==> src/design/rse_pkg.sv <==
// Shared types and constants for the subset execute unit.
package rse_pkg;

  localparam int unsigned XLEN        = 64;
  localparam int unsigned OPC_W       = 4;
  localparam int unsigned RIDX_W      = 5;
  localparam int unsigned IMM_W       = 32;
  localparam int unsigned TGT_W       = 10;
  localparam int unsigned LEN_W       = 11;
  localparam int unsigned NPC_OUT_W   = 11;
  localparam int unsigned IN_TDATA_W  = 64;
  localparam int unsigned OUT_TDATA_W = 88;

  localparam logic [RIDX_W-1:0] X0_IDX = RIDX_W'(0);
  localparam logic [RIDX_W-1:0] X1_IDX = RIDX_W'(1);

  typedef enum logic [OPC_W-1:0] {
    OP_ADDI = 4'd0,
    OP_ADD  = 4'd1,
    OP_LDI  = 4'd2,
    OP_SD   = 4'd3,
    OP_LD   = 4'd4,
    OP_JAL  = 4'd5,
    OP_JALR = 4'd6,
    OP_BEQ  = 4'd7,
    OP_BNE  = 4'd8,
    OP_BLT  = 4'd9,
    OP_NOP  = 4'd10
  } opcode_e;

  // Packed so that opcode sits in the lowest bits, as on the input bus.
  typedef struct packed {
    logic [TGT_W-1:0]        target_index;
    logic signed [IMM_W-1:0] immediate;
    logic [RIDX_W-1:0]       src_reg_b;
    logic [RIDX_W-1:0]       src_reg_a;
    logic [RIDX_W-1:0]       dest_reg;
    logic [OPC_W-1:0]        opcode;
  } instr_t;

  typedef struct packed {
    logic              en;
    logic [RIDX_W-1:0] idx;
    logic [XLEN-1:0]   data;
  } rf_wr_t;

  typedef struct packed {
    logic              fault;
    logic              ld;
    logic [XLEN-1:0]   wval;
    logic [RIDX_W-1:0] rd;
    logic              wr;
  } ex_res_t;

  typedef struct packed {
    logic            st_en;
    logic [XLEN-1:0] addr;
    logic [XLEN-1:0] data;
  } mem_wr_t;

endpackage

==> src/design/rse_regfile.sv <==
// Register file with registered operand reads and write snooping.
module rse_regfile #(
  parameter int unsigned REG_COUNT = 32
) (
  input  logic                        clk_i,
  input  logic                        rst_ni,
  input  logic                        load_i,
  input  logic [rse_pkg::RIDX_W-1:0]  addr_a_i,
  input  logic [rse_pkg::RIDX_W-1:0]  addr_b_i,
  input  rse_pkg::rf_wr_t             wr_i,
  output logic [rse_pkg::XLEN-1:0]    opa_o,
  output logic [rse_pkg::XLEN-1:0]    opb_o,
  output logic [rse_pkg::XLEN-1:0]    x1_o
);
  import rse_pkg::*;

  localparam int unsigned RW = (REG_COUNT > 1) ? $clog2(REG_COUNT) : 1;

  logic [XLEN-1:0]      mem_q [REG_COUNT];
  logic [REG_COUNT-1:0] vld_q;
  logic [XLEN-1:0]      opa_q, opb_q, x1_q;
  logic                 a_ok, b_ok;

  assign a_ok = (addr_a_i != X0_IDX) && (32'(addr_a_i) < 32'(REG_COUNT))
                && vld_q[addr_a_i[RW-1:0]];
  assign b_ok = (addr_b_i != X0_IDX) && (32'(addr_b_i) < 32'(REG_COUNT))
                && vld_q[addr_b_i[RW-1:0]];

  always_ff @(posedge clk_i) begin
    if (wr_i.en) begin
      mem_q[wr_i.idx[RW-1:0]] <= wr_i.data;
    end
  end

  always_ff @(posedge clk_i or negedge rst_ni) begin
    if (!rst_ni) begin
      vld_q <= '0;
      x1_q  <= '0;
    end else if (wr_i.en) begin
      vld_q[wr_i.idx[RW-1:0]] <= 1'b1;
      if (wr_i.idx == X1_IDX) begin
        x1_q <= wr_i.data;
      end
    end
  end

  // Take the value being written this edge over the stale array contents.
  always_ff @(posedge clk_i) begin
    if (wr_i.en && (wr_i.idx == addr_a_i)) begin
      opa_q <= wr_i.data;
    end else if (load_i) begin
      opa_q <= a_ok ? mem_q[addr_a_i[RW-1:0]] : '0;
    end
    if (wr_i.en && (wr_i.idx == addr_b_i)) begin
      opb_q <= wr_i.data;
    end else if (load_i) begin
      opb_q <= b_ok ? mem_q[addr_b_i[RW-1:0]] : '0;
    end
  end

  assign opa_o = opa_q;
  assign opb_o = opb_q;
  assign x1_o  = x1_q;

endmodule

==> config.mk <==
export PLATFORM = sky130hd
export DESIGN_NAME = rse_regfile
export DESIGN_NICKNAME = d
export VERILOG_FILES = /design/src/design/rse_pkg.sv /design/src/design/rse_regfile.sv
export SDC_FILE = /design/constraint.sdc
export NUM_CORES = 2
export LEC_CHECK = 0
export ABC_AREA = 1
export BUFFER_PORTS_ARGS = -buffer_cell sky130_fd_sc_hd__buf_4
export CAP_MARGIN = 20
export CORE_AREA = 3 3 602 544
export DETAILED_ROUTE_END_ITERATION = 7
export DIE_AREA = 0 0 605 547
export PLACE_DENSITY_LB_ADDON = 0.05
export SYNTH_ARGS = -nofsm -noshare
export SYNTH_HDL_FRONTEND = slang
export SYNTH_SLANG_ARGS = --single-unit
==> constraint.sdc <==
create_clock -name clk_i -period 1.5 [get_ports clk_i]
set_input_delay 0.225 -clock clk_i [delete_from_list [all_inputs] [get_ports clk_i]]
set_output_delay 0.225 -clock clk_i [all_outputs]
set_load 0.05 [all_outputs]
== Word level (Yosys, flattened, before mapping) ==
Memories as Yosys holds them, arrays and structs flattened.
Cells that the tools add are included.

* Equal/unequal tests: 3
* Bitwise gates (word level): 1
* Reductions and logical operators: 10
* $lt $le $gt $ge: 4
* Multiplexer cells: 14

{| class="wikitable"
|+ Operators with widths
! operator !! count
|-
| two-way mux 64 bit || 6
|-
| OR 32 bit || 1
|-
| less-than comparator 5 x 6 -> 1 bit, second input constant || 3
|-
| binary-select mux 1 bit (select 5 bit) || 2
|-
| == test 5 bit || 2
|-
| nonzero test 5 bit || 2
|-
| demux 1 bit (select 5 bit) || 1
|-
| == test 5 x 1 -> 1 bit, second input constant || 1
|-
| greater-or-equal comparator 5 x 1 -> 1 bit, second input constant || 1
|-
| logical AND 1 bit || 5
|-
| two-way mux 1 bit || 5
|-
| nonzero test 2 bit || 2
|-
| AND reduction 2 bit || 1
|}

* Bits in writable memories: 2048
* Memories: 1
* Register bits: 224
* Input bits: 83

{| class="wikitable"
|+ Memory list
! memory !! depth !! width !! rd ports !! clocked after memory_dff !! wr ports !! RTL line !! source
|-
| mem_q || 32 || 64 || 2 || 0 || 1 || rse_regfile.sv:19 || <nowiki>logic [XLEN-1:0] mem_q [REG_COUNT];</nowiki>
|}

== Longest topological paths before layout ==
* Depth after elaboration: 6
* Gate-level depth with buffers: 14
* Gate-level depth less buffers: 12

== Least setup slack after synthesis ==
OpenSTA, ideal clock, no wires.

* Path type: input to register
* From: in wr_i[65] in the netlist's numbering
* To: mem mem_q[13][0], enable pin
* Arrival: 3.386 ns
* Stages: 4
* Slack: -2.373 ns
* Data required time: 1.013 ns
* Cells stage by stage: inv_1 -> nand3_1 -> clkbuf_1 -> nor2_1

{| class="wikitable"
|+ RTL lines
! element !! RTL line !! source
|-
| start: declaration || rse_regfile.sv:10 || <nowiki>input rse_pkg::rf_wr_t wr_i,</nowiki>
|-
| end: declaration || rse_regfile.sv:19 ||
|}

No word-level cell before the write port.

== Worst setup path after layout ==
* From: reg vld_q[1]
* To: reg opb_q[18] (netlist: opb_o[18]), data pin

* Cells in the longest elaborated chain, start to end: 6

{| class="wikitable"
|+ RTL lines
! element !! RTL line !! source
|-
| start: declaration || rse_regfile.sv:20 || <nowiki>logic [REG_COUNT-1:0] vld_q;</nowiki>
|-
| start signal: assignment || rse_regfile.sv:37 || <nowiki>vld_q <= '0;</nowiki>
|-
| start signal: indexed assignment || rse_regfile.sv:40 || <nowiki>vld_q[wr_i.idx[RW-1:0]] <= 1'b1;</nowiki>
|-
| binary-select mux 1 bit (select 5 bit) || rse_regfile.sv:27 || <nowiki>&& vld_q[addr_b_i[RW-1:0]];</nowiki>
|-
| two-way mux 1 bit (implied by the code) || rse_regfile.sv:27 ||
|-
| logical AND 1 bit || rse_regfile.sv:27 ||
|-
| two-way mux 64 bit || rse_regfile.sv:57 || <nowiki>opb_q <= b_ok ? mem_q[addr_b_i[RW-1:0]] : '0;</nowiki>
|-
| two-way mux 64 bit || rse_regfile.sv:56 || <nowiki>end else if (load_i) begin</nowiki>
|-
| two-way mux 64 bit || rse_regfile.sv:54 || <nowiki>if (wr_i.en && (wr_i.idx == addr_b_i)) begin</nowiki>
|-
| end signal: assignment || rse_regfile.sv:55 || <nowiki>opb_q <= wr_i.data;</nowiki>
|-
| end signal: assignment || rse_regfile.sv:57 ||
|-
| end: declaration || rse_regfile.sv:21 || <nowiki>logic [XLEN-1:0] opa_q, opb_q, x1_q;</nowiki>
|}

Every way passes these cells. The select of a mux whose other input is x is not followed.
A chain may end at the register's enable or synchronous reset.

==> flow_summary.json <==
{
  "period_share_pct": 131,
  "clockBufferDepth": 4,
  "netlist_area_um2": 112000,
  "cellPowerDensity_nw_per_um2": 1130,
  "die_height_um": 547,
  "grt_first_pass_wirelength_um": 707000,
  "ys.warnings.count": 0,
  "timing.critical_path.cells": "inv_2 > nand2_2 > nand3_2 > nand2_1 > nand2_1 > nand2_1 > nor2_1 > nand2_2 > nand3_4 > buf_12 > buf_12 > buf_6 > o21bai_1",
  "post-route-drc-count": 0,
  "vias_in_the_first_global_route": 96176,
  "postSynthAreaPerCell_um2": 8.92,
  "finClkSkew_ns": 0.0438,
  "tritoncts_clock_tree": "built",
  "placeableCoreArea_um2": 322000,
  "rsz0062_at_grt": "true",
  "drt-initial-drc-count": 11255,
  "via_count": 99699,
  "final_period_minus_worst_setup_slack_ns": 1.96,
  "timing_hold_violations_final": 0,
  "critical_path_peak_fanout": 5,
  "failed_checks": "setup timing",
  "timing_max_transition_violations_final": 0,
  "netlist.area_leader.share_pct": 58.2,
  "crit_path_frequent_cell": "nand2_1",
  "p_leak_uw": 0.0568,
  "wirelength_um": 497000,
  "number_of_buffers_added_by_the_clock_tree_synthesis_step": 271,
  "synth.yosys.seq_area_share_pct": 60.3,
  "setup-violations-final": 320,
  "clock_insertion_delay_worst_skew_ns": 0.90,
  "postPlaceCellArea_um2": 131000,
  "area_growth_pct": 26.2,
  "most_area_consuming_cells_after_synthesis": "edfxtp_1 (58%), nand2_1 (18%), nand3_1 (15%)",
  "post-route-cell-area_um2": 142000,
  "fmaxAchievable_ghz": 0.510,
  "vdd_ir_drop_max_v": 0.000786,
  "cp-end-kind": "register",
  "routedWlPerCell_um": 27.7,
  "drtAntennaViolNets": 0,
  "final-seq-area_um2": 67700,
  "grt_max_degree": 72,
  "yosys_register_bits": 2272,
  "worst-endpoint-arrival_ns": 2.59,
  "pin_count": 275,
  "gp_congestion": 0.883,
  "timing.final.ws_setup_ns": -0.462,
  "critical_path.startpoint_type": "register",
  "clkSinkCount": 2272,
  "port-buffer-count": 274,
  "fp.dieW_um": 605,
  "drt-pass1-iter-count": 6,
  "distinct_cell_type_count_of_the_synthesized_netlist": 30,
  "pre_cts_ws_ns": -0.771,
  "htreeDepth": 5,
  "nets": 13517,
  "worst_pin_slew_ns": 0.729,
  "timing.slew.headroom_pct": 51.2,
  "syn_nets": 12672,
  "aggregate_global_routing_overflow": 0,
  "synthesis.instances": 12589,
  "ratio_of_cells_with_drive_above_1_in_the_final_layout_pct": 14.6,
  "class_of_the_most_critical_setup_path": "reg -> reg",
  "clk_root_buf": "clkbuf_16",
  "grt_usage_pct": 29.3,
  "rows": 198,
  "n_fill_cell": 30417,
  "hold_class": "in -> reg",
  "number_of_antenna_violations_at_the_first_check_in_global_routing": 9,
  "crit_slowest_cell": "dfrtp_1",
  "peak_per_stage_delay_on_the_critical_path_ns": 0.37,
  "cts_clock_pin_slew_for_the_worst_setup_and_hold_paths_ns": 0.06,
  "via_per_inst": 5.55,
  "outcome": "finished with violations",
  "critical_path_required_ns": 2.13,
  "max_cap_violations": 0,
  "multiInputGateArea_um2": 40000,
  "netlist.top_cell.by_area": "edfxtp_1",
  "design.die.area_um2": 331000,
  "floorplan.initialDensity_pct": 34.9,
  "hpwlAfterDp_um": 316000
}
-- metrics by stage --
| stage | std cells | utilization (%) | power [uW] | hold slack [ns] | setup TNS, ns |
|---|---|---|---|---|---|
| 6_report | 17952 | 44.0 | 160000 | 0.0744 | -84.23 |
| 3_5_place_dp | 17338 | 40.5 | 94800 | 0.0989 | -747.71 |
| 2_1_floorplan | 12589 | - | 84300 | -0.0706 | -1372.47 |
| 4_1_cts | 17933 | 44.0 | 161000 | 0.000528 | -106.96 |
| 3_3_place_gp | 17338 | 40.5 | 94800 | 0.0984 | -756.72 |
| 5_1_grt | 17948 | 44.0 | 165000 | 0.0808 | -104.34 |
-- cell usage after synthesis --
| master | count |
|---|---|
| buf_1 | 99 |
| nand3_4 | 1 |
| a31oi_1 | 1 |
| o22ai_1 | 4 |
| inv_2 | 6 |
| dfrtp_1 | 96 |
| nand2_1 | 5393 |
| o21ai_1 | 1 |
| nor3_1 | 1 |
| nand3_1 | 3434 |
| buf_4 | 109 |
| inv_1 | 243 |
| buf_2 | 503 |
| a221oi_1 | 1 |
| a21oi_1 | 8 |
| buf_6 | 9 |
| and2_1 | 1 |
| clkbuf_1 | 210 |
| a21boi_0 | 1 |
| o211ai_1 | 3 |
| o21bai_1 | 63 |
| edfxtp_1 | 2176 |
| xor2_1 | 2 |
| nor2_1 | 116 |
| o21ai_0 | 103 |
| nand4_1 | 1 |
| inv_4 | 1 |
| a21boi_1 | 1 |
| nand2_2 | 1 |
| nor2_2 | 1 |
-- routing by layer --
metal | up-vias | GRT usage, % | routed length (um)
met2 | 5168 | 48.0 | 232000
met3 | 1074 | 3.57 | 36400
met4 | 2 | 12.7 | 24200
li1 | 44600 | - | -
met5 | - | 0 | 5
met1 | 48855 | 39.0 | 204000
-- power by group --
| group | total, uW | switching (uW) | internal [uW] |
|---|---|---|---|
| registers | 72000 | 943 | 71100 |
| logic | 23100 | 15200 | 7890 |
| clock network | 65000 | 27600 | 37400 |
| total | 160000 | 43800 | 116000 |
-- area by class of cell --
cell class	count	share of cell area (%)
multi-input cells	9137	28.2
clock buffers	347	5.18
repair buffers	1502	13.5
inverters	250	0.740
well taps	4300	3.79
clock inverters	138	0.793
flip-flops and latches	2272	47.8
diodes	6	0.0106
-- worst max-delay path, delay by kind of cell (launching register included) --
family	cells	cell delay (ns)
AO/OA/AOI/OAI	1	0.06
buffers and inverters	4	0.56
flip-flops	1	0.37
AND/OR/NAND/NOR	8	0.65
-- what timing repair did --
item / CTS / global route
cloned: 8 / 0
buffers inserted: 40 / 20
pin swaps: 35 / 21
hold endpoints to repair: 2321 / 9
hold buffers: 68 / 2
resized for setup: 352 / 22
setup endpoints to repair: 320 / 354
-- flip-flops by register name, summed over array words and instances (netlist names) --
| register | count |
|---|---|
| x1_o | 64 |
| opb_o | 64 |
| opa_o | 64 |
| mem_q | 2048 |
| vld_q | 32 |
-- logic make-up after synthesis --
| family | count (synthesis) | share of synthesized area (%) |
|---|---|---|
| xor gates and xnor gates | 2 | 0.0156 |
| DFF | 2272 | 60.3 |
| AOI/OAI and AO/OA | 186 | 0.989 |
| and+or+nand+nor | 8949 | 33.8 |
| buffers and inverters | 1180 | 4.93 |
-- cell usage in the layout, fill, tap and decap left out, types with 14 or more instances in the layout --
cell type / instances
buf_12: 534
buf_4: 675
buf_6: 204
bufinv_16: 16
clkbuf_1: 58
clkbuf_16: 280
clkinv_1: 56
clkinv_2: 44
dfrtp_1: 96
dlygate4sd3_1: 69
edfxtp_1: 2176
inv_1: 218
inv_2: 16
nand2_1: 5374
nand2_2: 14
nand3_1: 3348
nand3_2: 73
nand3_4: 14
nor2_1: 80
nor2_4: 34
o21ai_0: 102
o21bai_1: 57
-- worst paths after layout --
check                                           start               endpoint  slack, ns  cells past startpoint
worst max-delay path             vld_q[1]$_DFFE_PN0P_    opb_o[18]$_DFFE_PP_      -0.46                     13
worst min-delay path                         wr_i[68]  vld_q[15]$_DFFE_PN0P_       0.07                      6
worst max register to register   vld_q[1]$_DFFE_PN0P_    opb_o[18]$_DFFE_PP_      -0.46                     13
worst min register to register  vld_q[18]$_DFFE_PN0P_  vld_q[18]$_DFFE_PN0P_       0.48                      2
max in group asynchronous                      rst_ni  vld_q[16]$_DFFE_PN0P_       0.18                      4
min in group asynchronous                      rst_ni   x1_o[52]$_DFFE_PN0P_       0.51                      3
Power figures use the tool's default switching activity.
