File: src/design/rse_pkg.sv
// Shared types and constants for the subset execute unit.
package rse_pkg;

  localparam int unsigned XLEN        = 64;
  localparam int unsigned OPC_W       = 4;
  localparam int unsigned RIDX_W      = 5;
  localparam int unsigned IMM_W       = 32;
  localparam int unsigned TGT_W       = 10;
  localparam int unsigned LEN_W       = 11;
  localparam int unsigned NPC_OUT_W   = 11;
  localparam int unsigned IN_TDATA_W  = 64;
  localparam int unsigned OUT_TDATA_W = 88;

  localparam logic [RIDX_W-1:0] X0_IDX = RIDX_W'(0);
  localparam logic [RIDX_W-1:0] X1_IDX = RIDX_W'(1);

  typedef enum logic [OPC_W-1:0] {
    OP_ADDI = 4'd0,
    OP_ADD  = 4'd1,
    OP_LDI  = 4'd2,
    OP_SD   = 4'd3,
    OP_LD   = 4'd4,
    OP_JAL  = 4'd5,
    OP_JALR = 4'd6,
    OP_BEQ  = 4'd7,
    OP_BNE  = 4'd8,
    OP_BLT  = 4'd9,
    OP_NOP  = 4'd10
  } opcode_e;

  // Packed so that opcode sits in the lowest bits, as on the input bus.
  typedef struct packed {
    logic [TGT_W-1:0]        target_index;
    logic signed [IMM_W-1:0] immediate;
    logic [RIDX_W-1:0]       src_reg_b;
    logic [RIDX_W-1:0]       src_reg_a;
    logic [RIDX_W-1:0]       dest_reg;
    logic [OPC_W-1:0]        opcode;
  } instr_t;

  typedef struct packed {
    logic              en;
    logic [RIDX_W-1:0] idx;
    logic [XLEN-1:0]   data;
  } rf_wr_t;

  typedef struct packed {
    logic              fault;
    logic              ld;
    logic [XLEN-1:0]   wval;
    logic [RIDX_W-1:0] rd;
    logic              wr;
  } ex_res_t;

  typedef struct packed {
    logic            st_en;
    logic [XLEN-1:0] addr;
    logic [XLEN-1:0] data;
  } mem_wr_t;

endpackage

File: src/design/rse_alu.sv
// Execute logic: arithmetic, branch resolution, address checks, next pc.
module rse_alu #(
  parameter int unsigned REG_COUNT = 32,
  parameter int unsigned MEM_WORDS = 256,
  parameter int unsigned PROG_MAX  = 1024
) (
  input  rse_pkg::instr_t                    instr_i,
  input  logic [rse_pkg::XLEN-1:0]           opa_i,
  input  logic [rse_pkg::XLEN-1:0]           opb_i,
  input  logic [rse_pkg::XLEN-1:0]           x1_i,
  input  logic [$clog2(PROG_MAX+1)-1:0]      pc_i,
  input  logic [$clog2(PROG_MAX+1)-1:0]      eff_len_i,
  output rse_pkg::ex_res_t                   res_o,
  output logic [$clog2(PROG_MAX+1)-1:0]      npc_o,
  output logic                               halted_o,
  output rse_pkg::mem_wr_t                   mem_o
);
  import rse_pkg::*;

  localparam int unsigned PC_W = $clog2(PROG_MAX + 1);
  localparam logic [XLEN-1:0] MEM_LIM = XLEN'(MEM_WORDS);
  localparam logic [XLEN-1:0] PC_LIM  = XLEN'(PROG_MAX);
  localparam logic [PC_W-1:0] PC_TOP  = PC_W'(PROG_MAX);

  logic            active, rd_ok, ld_ok, st_ok;
  logic            wr, fault;
  logic [XLEN-1:0] imm64, st_addr, wval, jr_tgt;
  logic [PC_W-1:0] tgt_sat, npc, pc_inc, npc_fin;

  assign active  = pc_i < eff_len_i;
  assign imm64   = {{(XLEN-IMM_W){instr_i.immediate[IMM_W-1]}}, instr_i.immediate};
  assign st_addr = opb_i + imm64;
  assign rd_ok   = (instr_i.dest_reg != X0_IDX)
                   && (32'(instr_i.dest_reg) < 32'(REG_COUNT));
  assign ld_ok   = !opa_i[XLEN-1] && (opa_i < MEM_LIM);
  assign st_ok   = !st_addr[XLEN-1] && (st_addr < MEM_LIM);
  assign pc_inc  = PC_W'(pc_i + 1'b1);
  assign tgt_sat = (XLEN'(instr_i.target_index) > PC_LIM) ? PC_TOP
                                                          : PC_W'(instr_i.target_index);
  // jalr clears its destination before reading x1
  assign jr_tgt  = (instr_i.dest_reg == X1_IDX) ? '0 : x1_i;

  always_comb begin
    wr    = 1'b0;
    wval  = '0;
    fault = 1'b0;
    npc   = pc_inc;
    unique case (opcode_e'(instr_i.opcode))
      OP_ADDI: begin
        wr   = 1'b1;
        wval = opa_i + imm64;
      end
      OP_ADD: begin
        wr   = 1'b1;
        wval = opa_i + opb_i;
      end
      OP_LDI: begin
        wr   = 1'b1;
        wval = imm64;
      end
      OP_SD: begin
        fault = !st_ok;
      end
      OP_LD: begin
        wr    = 1'b1;
        fault = !ld_ok;
      end
      OP_JAL: begin
        wr   = 1'b1;
        wval = XLEN'(pc_i) + XLEN'(1);
        npc  = tgt_sat;
      end
      OP_JALR: begin
        wr = 1'b1;
        if (jr_tgt[XLEN-1]) begin
          fault = 1'b1;
          npc   = PC_TOP;
        end else begin
          npc = (jr_tgt > PC_LIM) ? PC_TOP : PC_W'(jr_tgt);
        end
      end
      OP_BEQ: begin
        if (opa_i == opb_i) npc = tgt_sat;
      end
      OP_BNE: begin
        if (opa_i != imm64) npc = tgt_sat;
      end
      OP_BLT: begin
        if ($signed(opa_i) < $signed(opb_i)) npc = tgt_sat;
      end
      default: begin
      end
    endcase
  end

  assign res_o.wr    = active && wr && rd_ok;
  assign res_o.rd    = res_o.wr ? instr_i.dest_reg : X0_IDX;
  assign res_o.wval  = res_o.wr ? wval : '0;
  assign res_o.ld    = res_o.wr && (instr_i.opcode == OP_LD) && ld_ok;
  assign res_o.fault = active && fault;

  assign npc_fin  = active ? npc : pc_i;
  assign npc_o    = npc_fin;
  assign halted_o = npc_fin >= eff_len_i;

  assign mem_o.st_en = active && (instr_i.opcode == OP_SD) && st_ok;
  assign mem_o.addr  = st_addr;
  assign mem_o.data  = opa_i;

endmodule

File: config.mk
export PLATFORM = sky130hd
export DESIGN_NAME = rse_alu
export DESIGN_NICKNAME = d
export VERILOG_FILES = /design/src/design/rse_pkg.sv /design/src/design/rse_alu.sv
export SDC_FILE = /design/constraint.sdc
export NUM_CORES = 1
export LEC_CHECK = 0
export BUFFER_PORTS_ARGS = -buffer_cell sky130_fd_sc_hd__buf_2
export CAP_MARGIN = 15
export CORE_AREA = 4 4 190 192
export DETAILED_ROUTE_END_ITERATION = 8
export DIE_AREA = 0 0 194 196
export PLACE_DENSITY = 0.65
export SLEW_MARGIN = 10
export SYNTH_ARGS = -nofsm -noshare
export SYNTH_HDL_FRONTEND = slang
export SYNTH_SLANG_ARGS = --single-unit
File: constraint.sdc
create_clock -name vclk -period 8.07
set_input_delay 0.807 -clock vclk [all_inputs]
set_output_delay 0.807 -clock vclk [all_outputs]
set_load 0.01 [all_outputs]
---- After elaboration in Yosys (flattened, before gate mapping) ----
Cells that the tools add are included.
storage, ports and cells
  register bits after elaboration ......... 0
  input port bits ......................... 275
  output and inout bits ................... 213
  logic and storage cells ................. 53
operators by class
  equal/unequal tests ..................... 12
  $lt $le $gt $ge ......................... 6
  mux-type cells .......................... 14
  reductions and logical operators ........ 16
  add/sub/neg operators ................... 5
operators with widths
  kind                                                                     number
  64-bit case mux with 4 select lines                                      1
  64-bit adder                                                             3
  64-bit by 9-bit < comparator with 1-bit output (second input constant)   2
  64-bit 2-to-1 mux                                                        2
  11-bit 2-to-1 mux                                                        6
  64-bit equality test                                                     1
  64-bit by 11-bit > comparator with 1-bit output (second input constant)  1
  64-bit < comparator                                                      1
  64-bit != test                                                           1
  11-bit case mux with 5 select lines                                      1
  4-bit by 3-bit equality test with 1-bit output (second input constant)   4
  11-bit by 1-bit adder with 12-bit output (second input constant)         1
  11-bit by 1-bit adder with 11-bit output (second input constant)         1
  11-bit greater-or-equal comparator                                       1
  11-bit < comparator                                                      1
  1-bit logical AND                                                        9
  4-bit by 2-bit equality test with 1-bit output (second input constant)   2
  4-bit equality test (second input constant)                              2
  6-bit OR reduction                                                       1
  5-bit by 1-bit equality test with 1-bit output (second input constant)   1
  5-bit 2-to-1 mux                                                         1
  5-bit nonzero test                                                       1
  4-bit by 1-bit equality test with 1-bit output (second input constant)   1
  1-bit logical NOT                                                        4
  3 further kinds                                                          4

---- Logic depth before layout (Yosys ltp) ----
Gate-level depths: netlist (run 1).
  depth in word-level cells ............... 8
  mapped depth ............................ 27
  mapped depth without buffers ............ 27

---- Worst setup path after synthesis (run 1) ----
OpenSTA, ideal clock, no wires.
  path type ............................... input-to-output
  start ................................... in instr_i[1] (netlist name)
  end ..................................... out res_o[63] (netlist name)
  path buffers ............................ 3
  path slack .............................. 1713 ps
  required time ........................... 7263 ps
  stages .................................. 20
  arrival time ............................ 5550 ps
  cell sequence ........................... clkbuf_1 -> nor3_1 -> and2_1 -> clkbuf_1 -> clkbuf_1 -> nor2_1 -> a21o_1 -> ha_1 -> a211oi_1 -> o21bai_1 -> a21oi_1 -> o211ai_1 -> a21oi_1 -> o211ai_1 -> a31oi_1 -> o21ai_0 -> a2111oi_0 -> o31ai_1 -> xnor2_1 -> o21ai_0
RTL lines
  element          line           text
  start, declared  rse_alu.sv:7   input rse_pkg::instr_t instr_i,
  end, declared    rse_alu.sv:13  output rse_pkg::ex_res_t res_o,

---- Final worst setup path (run 1) ----
  start ................................... in opa_i[63] (netlist name)
  end ..................................... out halted_o
on the way
  longest elaborated chain between the ends .. 5
  elaborated cells on any way between the ends .. 9
  those cells by class .................... order compare: 2; eq/ne: 2; mux: 5
RTL lines
  element                                      line                                         text
  start, declared                              rse_alu.sv:8                                 input logic [rse_pkg::XLEN-1:0] opa_i,
  64-bit < comparator (tied with other cells)  rse_alu.sv:89                                if ($signed(opa_i) < $signed(opb_i)) npc = tgt_sat;
  11-bit 2-to-1 mux, on equally long branches  rse_alu.sv:89, rse_alu.sv:83, rse_alu.sv:86
  11-bit case mux with 5 select lines *        rse_alu.sv:48                                unique case (opcode_e'(instr_i.opcode))
  11-bit 2-to-1 mux *                          rse_alu.sv:102                               assign npc_fin = active ? npc : pc_i;
  11-bit greater-or-equal comparator *         rse_alu.sv:104                               assign halted_o = npc_fin >= eff_len_i;
  end, declared                                rse_alu.sv:15                                output logic halted_o,
Mark *: on every way between the ends. The rest lies on a longest branch, timed or not.

==> results of run 1 <==
layer usage:
layer	vias up	track usage [%]	wire length, um
met4	20	10.8	2820
li1	8119	-	-
met3	176	5.84	5450
met2	812	53.9	29800
met5	-	0	132
met1	7896	38.5	25700
logic make-up (layout without fill, tap and decap cells):
logic type,Yosys count,count (layout)
AOI/OAI and AO/OA,652,652
xor gates and xnor gates,153,153
adders and majority gates,214,214
buffers and inverters,263,602
muxes,37,37
other,0,5
and+or+nand+nor,700,700
cells in the mapped netlist, drive strengths merged (11+ instances only):
| cell type | number |
|---|---|
| a211oi | 16 |
| and2 | 14 |
| a22oi | 26 |
| xor2 | 82 |
| nor3 | 41 |
| a222oi | 11 |
| or2 | 11 |
| and3 | 18 |
| nand2b | 20 |
| nor2 | 144 |
| a21o | 91 |
| mux2 | 32 |
| nor4 | 63 |
| a21oi | 204 |
| xnor2 | 71 |
| ha | 212 |
| o211ai | 23 |
| o31ai | 11 |
| o21ai | 133 |
| clkbuf | 69 |
| nand4 | 63 |
| o21a | 23 |
| nor2b | 18 |
| a31oi | 12 |
| buf | 79 |
| inv | 115 |
| nand2 | 229 |
| o21bai | 21 |
| nand3 | 39 |
cell type report:
cell class                 instances  area, um^2
antenna                            5        12.5
fill                            3722       18800
inverter                         115         432
multi-input combinational       1756       12100
tap                              455         569
timing repair buffer             487        2460
worst max-delay path by stage:
| stage | endpoint | slack, ns | cells after the start | start |
|---|---|---|---|---|
| CTS | halted_o | 1.06 | 26 | opb_i[31] |
| global route | halted_o | 0.45 | 26 | opb_i[31] |
| finish | halted_o | 1.07 | 27 | opa_i[63] |
| global placement | halted_o | 1.21 | 26 | opb_i[31] |
| detailed placement | halted_o | 1.08 | 26 | opb_i[31] |
| floorplan | res_o[63] | 1.71 | 20 | instr_i[1] |
per-stage QoR:
step	hold slack (ns)	util, %
after floorplan	1.71	-
after global placement	1.89	45.4
after detailed placement	1.89	45.4
after CTS	1.89	45.4
after global routing	1.90	45.4
final	1.89	45.4
report_power, final:
part,switching [W],internal (W)
Sequential,0,0
Combinational,0.000824,0.000508
Clock,0,0.0000000000830
layout by cell type (no fill, tap or decap), types with 7 or more instances in the layout:
| master | count |
|---|---|
| a211oi_1 | 16 |
| a21o_1 | 91 |
| a21oi_1 | 203 |
| a221oi_1 | 8 |
| a222oi_1 | 11 |
| a22oi_1 | 26 |
| a31oi_1 | 12 |
| and2_1 | 13 |
| and3_1 | 18 |
| buf_2 | 478 |
| buf_4 | 9 |
| ha_1 | 212 |
| inv_1 | 115 |
| mux2_2 | 32 |
| nand2_1 | 227 |
| nand2b_1 | 20 |
| nand3_1 | 39 |
| nand4_1 | 63 |
| nor2_1 | 144 |
| nor2b_1 | 18 |
| nor3_1 | 39 |
| nor4_1 | 60 |
| o211ai_1 | 23 |
| o21a_1 | 23 |
| o21ai_0 | 130 |
| o21bai_1 | 21 |
| o31ai_1 | 11 |
| or2_2 | 11 |
| or3_1 | 10 |
| or4_1 | 7 |
| xnor2_1 | 71 |
| xor2_1 | 82 |
==> reports/qor.txt, run 1 <==
Arr. time, crit path -> 6.19 ns
drc violations -> 0
post-route cell area -> 15600 um^2
area delta synth->final -> 16.8%
largest family of logic cells by synthesized area -> compound AO/OA/AOI/OAI gates
Post-CTS Resized -> 0
slowest stage cell, crit path -> ha_1
Seq. cell area -> 0 um^2
number of global-route vias before repair -> 16600
Yosys warning count -> 0
Rows -> 68
Max-Cap Viols -> 0
IO Port Bufs -> 478
Netlist cell types -> 80
simple-gate share of the synthesized area -> 25.8%
global-route wire length before repair -> 95400 um
Hold Fails Final Rpt -> 0
synth top area cells -> ha_1 (20%), a21oi_1 (7.6%), nand2_1 (6.4%)
vias post-DR -> 17000
element type at the critical path start -> input pin
Synth Area in XOR/XNOR -> 10.0%
Die X -> 194 um
fin cells -> 2818
CP Capture Type -> output pin
status -> finished clean
Initial DRT Pass Iterations -> 5
Via density -> 6.04
cell count after synthesis -> 2019
Die Y-Extent -> 196 um
clock buffer count -> 0
period utilization -> 86.7%
Slew headroom -> 26.6%
setup violators final -> 0
IO Count -> 488
register area share after synthesis -> 0%
final antenna-violating net count -> 0
GPL Wtd Cong -> 1.01
initial antenna violation count -> 12
DIE AREA -> 38000 um^2
unrepaired setup endpoints after global routing -> false
Seq Cell Count -> 0
Data required, critical path -> 7.26 ns
top cell type's share of synthesized area -> 19.9%
DR iter-0 viols -> 1279
maximum vdd drop -> 0.0460 mV
Post-CTS Setup Inserts -> 0
FMAX -> 0.143 GHz
Power, Total -> 0.00133 W
Post-Syn Area -> 13400 um^2
grt ovf -> 0
multiplexer share of the synthesized area -> 3.07%
Hold Path Class -> in2out
Final min period -> 7.00 ns
Post-Syn Nets -> 2508
Setup TNS -> 0 ns
Total GRT Usage -> 31.0%
slowest cell delay on critical path -> 0.51 ns
critical path class -> in2out
Syn Area/Cell -> 6.61 um^2
WHS Endpoint -> mem_o[6]
cell taking the most area after synthesis -> ha_1
Place WS -> 1.08 ns
DR WL/cell -> 22.7 um
Hold Buf Count CTS -> 0
Initial Util -> 38.8%
Final WS setup -> 1.07 ns
Total Wirelength -> 63900 um
Max Transition Viols Final -> 0
Cells after DPL -> 2813
core area -> 34400 um^2
most frequent CP cell -> o21ai_0
Final #Nets -> 2849
P per Cell Area -> 85.3 nW/um^2
Synth Area in Compound Gates -> 31.5%
largest net degree at the start of global routing -> 42
Post-DP HPWL -> 55000 um
leakage power -> 7.82 nW
Buf/Inv on CP -> 2
Placed Area -> 15600 um^2
cell family contributing the most delay on the critical path -> simple AND/OR/NAND/NOR gates
hold depth -> 2
crit path max fanout -> 9
hold path start -> opa_i[6]
share of layout cells above drive strength 1 -> 23.5%
synthesized-area fraction occupied by adder cells -> 20.2%
Least-Margin Pin Slew -> 1.09 ns
(Power assumes the default switching activity.)
==> run 2, diff against run 1 <==
--- a/config.mk
+++ b/config.mk
@@ -7,10 +7,10 @@
 export LEC_CHECK = 0
 export BUFFER_PORTS_ARGS = -buffer_cell sky130_fd_sc_hd__buf_2
 export CAP_MARGIN = 15
-export CORE_AREA = 4 4 190 192
+export CORE_AREA = 4 4 188 190
 export DETAILED_ROUTE_END_ITERATION = 8
-export DIE_AREA = 0 0 194 196
-export PLACE_DENSITY = 0.65
+export DIE_AREA = 0 0 192 194
+export PLACE_DENSITY = 0.66
 export SLEW_MARGIN = 10
 export SYNTH_ARGS = -nofsm -noshare
 export SYNTH_HDL_FRONTEND = slang
==> run 2 against run 1 <==
Net effect: worst setup slack got worse by 0.17 ns; maximum frequency decreased by 2.3%; count of clock-buffer cells in the layout unchanged; final cell count decreased by 0.14%; sequential share of layout area unchanged; first-iteration DRC count increased by 6.6%; sequential cell count unchanged; die area decreased by 2.0%; critical path depth decreased by 7; power increased by 0.10%; largest cell class unchanged; largest power group unchanged.
==> reports/qor.txt, run 2 (same netlist as run 1, synthesis figures left out) <==
status -> finished clean
global-route wire length before repair -> 94300 um (-1.2%)
Hold Fails Final Rpt -> 0 (unchanged)
drc violations -> 0 (unchanged)
Setup TNS -> 0 ns (unchanged)
hold depth -> 2 (unchanged)
Total GRT Usage -> 31.6% (+0.54 points)
Via density -> 6.06 (+0.38%)
IO Count -> 488 (unchanged)
Final WS setup -> 0.905 ns (-0.166 ns)
Data required, critical path -> 7.26 ns (about the same)
initial antenna violation count -> 10 (-2)
crit path max fanout -> 16 (+7)
WHS Endpoint -> mem_o[60]
Final #Nets -> 2851 (+0.070%)
element type at the critical path start -> input pin
Rows -> 67 (-1.5%)
fin cells -> 2814 (-0.14%)
Cells after DPL -> 2808 (-0.18%)
Place WS -> 1.06 ns (-0.0162 ns)
Slew headroom -> 26.4% (-0.26 points)
FMAX -> 0.140 GHz (-2.3%)
Die Y-Extent -> 194 um (-1.0%)
Max Transition Viols Final -> 0 (unchanged)
number of global-route vias before repair -> 16500 (-1.1%)
Least-Margin Pin Slew -> 1.10 ns (+0.0117 ns)
DR iter-0 viols -> 1364 (+6.6%)
Max-Cap Viols -> 0 (unchanged)
IO Port Bufs -> 478 (unchanged)
most common cell after layout, fill and taps aside -> buf_2
Initial DRT Pass Iterations -> 8 (+3)
CP Capture Type -> output pin
clock buffer count -> 0 (unchanged)
Post-CTS Setup Inserts -> 0 (unchanged)
Seq Cell Count -> 0 (unchanged)
Die X -> 192 um (-1.0%)
Final min period -> 7.17 ns (+0.166 ns)
DR WL/cell -> 22.5 um (-0.80%)
Post-CTS Resized -> 0 (unchanged)
unrepaired setup endpoints after global routing -> false
maximum vdd drop -> 0.0366 mV (-20%)
final antenna-violating net count -> 0 (unchanged)
Post-DP HPWL -> 54800 um (-0.54%)
grt ovf -> 0 (unchanged)
Seq. cell area -> 0 um^2 (unchanged)
Power, Total -> 0.00133 W (+0.10%)
Hold Buf Count CTS -> 0 (unchanged)
DIE AREA -> 37200 um^2 (-2.0%)
GPL Wtd Cong -> 0.997 (-1.2%)
hold path start -> opa_i[60]
Initial Util -> 39.9% (+1.1 points)
area delta synth->final -> 16.9% (about the same)
period utilization -> 88.8% (+2.1 points)
Hold Path Class -> in2out
critical path class -> in2out
core area -> 33400 um^2 (-2.7%)
setup violators final -> 0 (unchanged)
share of layout cells above drive strength 1 -> 23.5% (about the same)
largest net degree at the start of global routing -> 42 (unchanged)
vias post-DR -> 17100 (+0.24%)
Arr. time, crit path -> 6.36 ns (+0.17 ns)
P per Cell Area -> 85.4 nW/um^2 (about the same)
most frequent cells in the layout -> buf_2 (478), nand2_1 (227), ha_1 (212), a21oi_1 (203), nor2_1 (144)
leakage power -> 7.83 nW (+0.13%)
Total Wirelength -> 63300 um (-0.94%)
-- run 2: worst max path at each step --
stage / from / endpoint / slack, ns
finish: instr_i[1] / res_o[63] / 0.90
global route: instr_i[1] / res_o[67] / 0.45
CTS: instr_i[1] / res_o[67] / 1.03
detailed placement: instr_i[1] / res_o[67] / 1.06
global placement: instr_i[1] / res_o[67] / 1.14
floorplan: instr_i[1] / res_o[63] / 1.71
-- run 2: layout make-up --
type                            count  area (um^2)
Timing Repair Buffer              489         2470
Antenna cell                        6         15.0
Multi-Input combinational cell   1756        12100
Tap cell                          448          561
Inverter                          115          432
Fill cell                        3614        17800
-- run 2: report_power, final --
part / switching (W) / leakage, nW / internal, W / total, W
clock: 0 / 0.0000352 / 0.0000000000897 / 0.0000000000897
sequential: 0 / 0 / 0 / 0
combinational: 0.000824 / 7.83 / 0.000508 / 0.00133
total: 0.000824 / 7.83 / 0.000508 / 0.00133
-- run 2: per-stage QoR --
step | util, % | hold slack [ns] | instance area, um^2
after global routing | 46.6 | 1.90 | 15600
after global placement | 46.6 | 1.89 | 15600
after detailed placement | 46.6 | 1.89 | 15600
after CTS | 46.6 | 1.89 | 15600
final | 46.7 | 1.89 | 15600
after floorplan | - | 1.71 | 13400
-- run 2: layer usage --
metal	global-route usage, %	wire length (um)	up-vias
met5	0	104	-
met4	9.35	2350	16
met3	3.98	5010	142
met2	56.3	30500	808
met1	39.4	25300	7969
li1	-	-	8129
-- run 2: critical path: stages --
cell	delay (ns)
buf_2	0.17
nor3_2	0.20
and2_2	0.37
buf_4	0.33
nor2_1	0.07
a21o_1	0.18
ha_1	0.29
a211oi_1	0.33
o21bai_1	0.12
a21oi_1	0.39
o211ai_1	0.25
a21oi_1	0.51
o211ai_1	0.24
a31oi_1	0.29
o21ai_0	0.27
a2111oi_0	0.82
o31ai_1	0.21
xnor2_1	0.16
o21ai_0	0.18
buf_2	0.17
